## src/frt_pkg.sv

```systemverilog
package frt_pkg;

  localparam int TableDepth = 64;
  localparam int IdxW       = $clog2(TableDepth);
  localparam int TimeW      = 48;
  localparam int IdW        = 16;
  localparam int OffW       = 16;
  localparam int LenW       = 16;
  localparam int RegW       = 32;
  localparam int TotW       = 17;
  // slot memory word: more flag, length, deadline
  localparam int MemW       = 1 + LenW + TimeW;

  localparam logic [1:0] StHeld      = 2'd0;
  localparam logic [1:0] StDelivered = 2'd1;
  localparam logic [1:0] StDropProto = 2'd2;
  localparam logic [1:0] StDropFull  = 2'd3;

  localparam logic [1:0] RegTimeout  = 2'd0;
  localparam logic [1:0] RegInterval = 2'd1;

  localparam logic [RegW-1:0] TimeoutRst  = 32'd30000;
  localparam logic [RegW-1:0] IntervalRst = 32'd1000;

  typedef struct packed {
    logic            wr_en;
    logic [IdxW-1:0] wr_idx;
    logic            clr_en;
    logic [IdxW-1:0] clr_idx;
    logic            rel_en;
  } cam_ctrl_t;

  typedef struct packed {
    logic            free_found;
    logic [IdxW-1:0] free_idx;
    logic            hit_found;
    logic [IdxW-1:0] hit_idx;
  } cam_stat_t;

  // protocol number to output port, bit 3 flags an unknown protocol
  function automatic logic [3:0] port_of(input logic [7:0] proto);
    logic [3:0] r;
    case (proto)
      8'd1:    r = 4'd0;
      8'd2:    r = 4'd1;
      8'd4:    r = 4'd2;
      8'd6:    r = 4'd3;
      8'd17:   r = 4'd4;
      8'd46:   r = 4'd5;
      default: r = 4'b1000;
    endcase
    return r;
  endfunction

endpackage

```

## src/frt_cam.sv

```systemverilog
module frt_cam (
  input  logic                      clk_i,
  input  logic                      rst_ni,
  input  frt_pkg::cam_ctrl_t        ctrl_i,
  input  logic [frt_pkg::IdW-1:0]   wr_id_i,
  input  logic [frt_pkg::OffW-1:0]  wr_off_i,
  input  logic [frt_pkg::IdW-1:0]   key_id_i,
  input  logic [frt_pkg::TotW-1:0]  key_off_i,
  output frt_pkg::cam_stat_t        stat_o
);
  import frt_pkg::*;

  logic [TableDepth-1:0] used_q;
  logic [IdW-1:0]        id_q  [TableDepth];
  logic [OffW-1:0]       off_q [TableDepth];
  logic [TableDepth-1:0] id_eq;
  logic [TableDepth-1:0] hit;

  // per-slot compare against the key
  always_comb begin
    for (int i = 0; i < TableDepth; i++) begin
      id_eq[i] = used_q[i] && (id_q[i] == key_id_i);
      hit[i]   = id_eq[i] && !key_off_i[TotW-1] && (off_q[i] == key_off_i[OffW-1:0]);
    end
  end

  // lowest free slot and lowest matching slot
  always_comb begin
    stat_o = '0;
    for (int i = TableDepth - 1; i >= 0; i--) begin
      if (!used_q[i]) begin
        stat_o.free_found = 1'b1;
        stat_o.free_idx   = IdxW'(i);
      end
      if (hit[i]) begin
        stat_o.hit_found = 1'b1;
        stat_o.hit_idx   = IdxW'(i);
      end
    end
  end

  // occupancy bits
  always_ff @(posedge clk_i or negedge rst_ni) begin
    if (!rst_ni) begin
      used_q <= '0;
    end else begin
      if (ctrl_i.wr_en) begin
        used_q[ctrl_i.wr_idx] <= 1'b1;
      end
      if (ctrl_i.clr_en) begin
        used_q[ctrl_i.clr_idx] <= 1'b0;
      end
      if (ctrl_i.rel_en) begin
        used_q <= used_q & ~id_eq;
      end
    end
  end

  // key storage
  always_ff @(posedge clk_i) begin
    if (ctrl_i.wr_en) begin
      id_q[ctrl_i.wr_idx]  <= wr_id_i;
      off_q[ctrl_i.wr_idx] <= wr_off_i;
    end
  end

endmodule

```

## config.mk

```make
export PLATFORM = sky130hd
export DESIGN_NAME = frt_cam
export DESIGN_NICKNAME = d
export VERILOG_FILES = /design/src/frt_pkg.sv /design/src/frt_cam.sv
export SDC_FILE = /design/constraint.sdc
export NUM_CORES = 2
export LEC_CHECK = 0
export BUFFER_PORTS_ARGS = -buffer_cell sky130_fd_sc_hd__buf_2
export CORE_ASPECT_RATIO = 0.9
export CORE_MARGIN = 1.5
export CORE_UTILIZATION = 55
export DETAILED_ROUTE_END_ITERATION = 6
export PLACE_DENSITY = 0.71
export SLEW_MARGIN = 0
export SYNTH_ARGS = -nofsm -noshare
export SYNTH_HDL_FRONTEND = slang
export SYNTH_SLANG_ARGS = --single-unit
export TNS_END_PERCENT = 10
```

## constraint.sdc

```tcl
create_clock -name clk_i -period 6.1 [get_ports clk_i]
set_clock_uncertainty 0.05 [all_clocks]
set_input_delay 0.61 -clock clk_i [delete_from_list [all_inputs] [get_ports clk_i]]
set_output_delay 0.61 -clock clk_i [all_outputs]
set_load 0.05 [all_outputs]
```

# Word-level counts from Yosys, hierarchy flattened
# Memory sizes are Yosys's and may differ from the RTL's.
# Cells that the tools add are included.
[classes]
mux = 137
bitwise = 5
eq_ne = 128
order_cmp = 4
n_reduce_logical = 195
[op_table]
columns = ["cell", "n"]
rows = [
  ["$eq A16 B16 Y1", 128],
  ["$mux W7", 128],
  ["$logic_and A1 B1 Y1", 194],
  ["$mux W64", 3],
  ["$and A64 B64 Y64", 2],
  ["$not A64 Y64", 2],
  ["$or A64 B64 Y64", 1],
  ["$lt A6 B7 Y1 const B", 2],
  ["$demux W1 S6", 2],
  ["$ge A6 B1 Y1 const B", 2],
  ["$mux W1", 4],
  ["$logic_not A1 Y1", 1],
]
[word_totals]
word_cells = 472
ff_bits = 64
n_memories = 2
in_bits = 82
mem_bits_rw = 2048
[memory_table]
columns = ["name", "depth", "width", "rd", "rd_ports_with_merged_regs", "write_ports", "line_no", "source"]
rows = [
  ["id_q", 64, 16, 64, 0, 1, "frt_cam.sv:14", "logic [IdW-1:0] id_q [TableDepth];"],
  ["off_q", 64, 16, 64, 0, 1, "frt_cam.sv:15", "logic [OffW-1:0] off_q [TableDepth];"],
]

# Depth between registers and ports, before layout
[logic_depth]
ltp_word = 68
depth_mapped = 16
ltp_nobuf = 12

# Least setup slack after synthesis
# No wires, ideal clock.
[synth_path]
path_type = "input to output"
from = "in key_off_i[14] (netlist bit)"
to = "out stat_o[1] (netlist bit)"
required_time_ps = 5440
path_stages = 13
arrival_ps = 3944
setup_slack_ps = 1496
path_cell_list = "buf_2 buf_2 buf_4 xnor2_1 nand4_1 nor4b_1 nand4_1 or4_1 a21oi_1 nor4_1 nand3_1 o2111ai_1 a211oi_1"
[synth_lines]
columns = ["item", "line_no", "source"]
rows = [
  ["start, declared", "frt_cam.sv:8", "input logic [frt_pkg::TotW-1:0] key_off_i,"],
  ["end, declared", "frt_cam.sv:9", "output frt_pkg::cam_stat_t stat_o"],
]

==> results by group <==
Status
  • Result of the run: complete, no violations

Clock tree
  • H-tree depth: 4
  • CTS Buf Count: around 200
  • CTS tree: built
  • Clock transition time at the flip-flop clock pins of the worst setup and hold paths: about 0.06 ns
  • Root buffer cell: clkbuf_16
  • Number of buffers added for setup after CTS: 0
  • Worst-case clock buffer depth: 3
  • TritonCTS Sinks: ~2,100
  • Skew-Pair Late Insertion Delay: between 0.8 and 0.9 ns

Setup path
  • Worst EP required: roughly 5.4 ns
  • Crit path arrival time: 5.26 ns
  • Capture instance of the worst register-to-register path: used_q[43]$_DFF_PN0_
  • Category of the critical setup timing path: register to output pin
  • Critical Path End Type: output pin
  • Cells on worst reg2reg path: 7
  • Critical path startpoint category: register
  • Start of the worst register-to-register path: id_q[43][5]$_DFFE_PP_
  • Biggest fanout along the worst timing path: 4
  • Register-to-Register Setup Slack: 3.55 ns

Synthesis
  • Area leader, netlist: edfxtp_1
  • Post-Syn Nets: 5,831
  • Number of distinct library cells after synthesis: 58
  • Cells after synthesis: approximately 5,700
  • Total of flip-flops plus latches after synthesis: roughly 2,100
  • Count of yosys warnings during synthesis: 0
  • Number of flops mapped to enable cells by yosys: 2,048
  • Ranking of synthesized cells by area: edfxtp_1 67%, xnor2_1 13%, xor2_1 6.7%
  • Avg Synthesized Cell Area: between 15 and 20 um^2
  • Top-area cell type share of the netlist area: just under 70%
  • Area of the mapped netlist: ~90,000 um^2
  • Async set-reset flop share out of synthesis: 3.03%
  • Sequential fraction of the synthesis area: between 60% and 70%
  • Most common flop cell mapped by yosys: edfxtp_1

Die
  • I/O pin cnt: between 90 and 100
  • Floorplan die width: about 430 um
  • CORE AREA: around 160,000 um^2
  • Height of the die: between 300 and 400 um
  • Standard-cell row count: between 100 and 150
  • Initial standard-cell utilization of the core: approximately 55%
  • Die Area: about 170,000 um^2

Placement
  • Detailed placer's ending HPWL: approximately 170,000 um
  • Placer Congestion: 0.967
  • # port buffers: 95

Routing
  • Sum of routed wire length over all layers: approximately 280,000 um
  • Remaining routing DRC violations: 0
  • Met1 wire length: about 110,000 um
  • DRT Pass-1 Iters: 6
  • Mean routed wirelength per cell: 32.6 um
  • Met2 wire length: approximately 120,000 um
  • Via density per instance: around 6.3
  • Wire length on met3: 35,300 um
  • Iter 0 DRT Violations: between 8,000 and 9,000
  • Via total after detailed routing: between 50,000 and 60,000
  • Uppermost layer routed: met5
  • Post-route antenna net violation count: 0

STA
  • Final setup viols: 0
  • Final slew viol count: 0
  • Rel. slew slack: 7.46%
  • Sum of negative setup slack: 0 ns
  • Max Clk Rate: 169 MHz
  • Final hold violation count: 0
  • Transition time at the pin with the least slew margin: 1.38 ns
  • Period Utilization, post-route: a little over nine tenths
  • Setup repair after global routing missed its margin: no
  • Clock period minus worst slack: between 5 and 6 ns

Global routing
  • Number of global-route vias before repair: 50,900
  • Overflow left after global routing: 0
  • Global-route wire length before repair: approximately 390,000 um
  • Initial antenna violation count: 24
  • Largest net degree at the start of global routing: 65
  • GR Util All Layers: 32.9%

Worst hold path
  • Class of the tightest hold or removal check: input port to register
  • Endpoint of the worst hold path: used_q[58]$_DFF_PN0_
  • Worst Min Path Start: ctrl_i[2]
  • Hold Crit Depth: 2

Job
  • Number of max-cap violations: 0

Cells and area
  • Relative area change from synthesis to final layout: 12.2%
  • Most common library cell in the layout ignoring fill and taps: edfxtp_1
  • Net count reported at finish: ~6,200
  • Layout cell share with drive strength beyond 1: 13.0%
  • Most used cells in the layout excluding fill and tap cells: 2,048 x edfxtp_1, 1,352 x xnor2_1, 692 x xor2_1

Pwr
  • Total power draw: between 30 and 40 mW
  • PD cells: between 300 and 400 nW/um^2
  • Max VDD drop: 0.245 mV
  • Leakage power of the design: 32.0 nW
## logic make-up after synthesis
| group | after synthesis | share of synthesized area (%) |
|---|---|---|
| DFF | 2112 | 69.3 |
| xor gates and xnor gates | 2048 | 19.7 |
| and+or+nand+nor | 1060 | 6.90 |
| buffers and inverters | 290 | 2.53 |
| AOI/OAI and AO/OA | 239 | 1.60 |
## synth_stat cells (16+ instances only)
cell type / n
nand2_1: 111
nor2_1: 111
buf_4: 75
nand3_1: 19
nand4_1: 410
nor4_2: 16
o21ai_0: 27
or4_1: 23
buf_2: 43
inv_1: 30
nor4b_1: 45
buf_6: 97
dfrtp_1: 64
xnor2_1: 1352
a21oi_1: 115
nor3_1: 39
clkbuf_1: 26
a22oi_1: 40
edfxtp_1: 2048
xor2_1: 692
nor4_1: 210
## how the worst max path moves through the flow
stage / start / cells past startpoint / to / slack (ns)
5_1_grt: key_id_i[12] / 16 / stat_o[1] / 0.05
3_3_place_gp: key_id_i[5] / 13 / stat_o[0] / 0.01
4_1_cts: key_id_i[0] / 13 / stat_o[0] / 0.03
2_1_floorplan: key_off_i[14] / 13 / stat_o[1] / 1.50
3_5_place_dp: key_id_i[0] / 13 / stat_o[0] / 0.04
6_report: id_q[43][5]$_DFFE_PP_ / 14 / stat_o[1] / 0.18
## power by group
| part | internal, mW | leakage, nW | switching, mW |
|---|---|---|---|
| clock | 6.76 | 3.18 | 5.64 |
| sequential | 16.1 | 19.2 | 0.167 |
| combinational | 0.677 | 9.62 | 1.49 |
| total | 23.5 | 32.0 | 7.29 |
## what timing repair did
| action | 4_1_cts | 5_1_grt |
|---|---|---|
| resized for setup | 0 | 2 |
| endpoints found under the setup margin | 0 | 2 |
| endpoints found under the hold margin | 67 | 0 |
| hold buffers | 3 | 0 |
## layer usage
metal / track usage [%] / vias up
li1: - / 22000
met1: 48.3 / 27600
met2: 49.2 / 3759
met3: 7.26 / 536
met4: 10.4 / 8
met5: 0 / -
## sequential cells by signal, summed over array words and instances (netlist names)
signal,count
used_q,64
off_q,1024
id_q,1024
## cell type report
cell class	count	area, um^2
Antenna cell	16	40.0
Clock buffer	256	5430
Clock inverter	132	1130
Fill cell	11800	62000
Inverter	30	113
Multi-Input combinational cell	3347	26000
Sequential cell	2112	63100
Tap cell	2216	2770
Timing Repair Buffer	423	3680
## critical path, stage by stage, from the launching register on
cell and delay, ns:
edfxtp_1 0.40, xnor2_1 0.26, nand4_1 0.17, nor4_1 0.83
buf_4 0.24, nand4_1 0.08, or4_1 0.48, and2_1 0.25
nand2b_1 0.09, nand3_1 0.07, a31oi_1 0.40, o2111ai_1 0.31
a211oi_1 0.34, buf_4 0.19, buf_2 0.27
## stage by stage
stage	setup slack, ns	instances	cell area [um^2]	hold WS, ns	util, %
6_report	0.175	8532	102000	0.0620	62.2
5_1_grt	0.0496	8521	102000	0.0309	62.2
4_1_cts	0.0296	8516	102000	0.000245	62.2
3_5_place_dp	0.0381	8125	95600	0.585	58.2
3_3_place_gp	0.0141	8125	95600	0.574	58.2
2_1_floorplan	1.50	5749	91100	0.264	-
No activity file was read; power rests on OpenSTA's default activity.
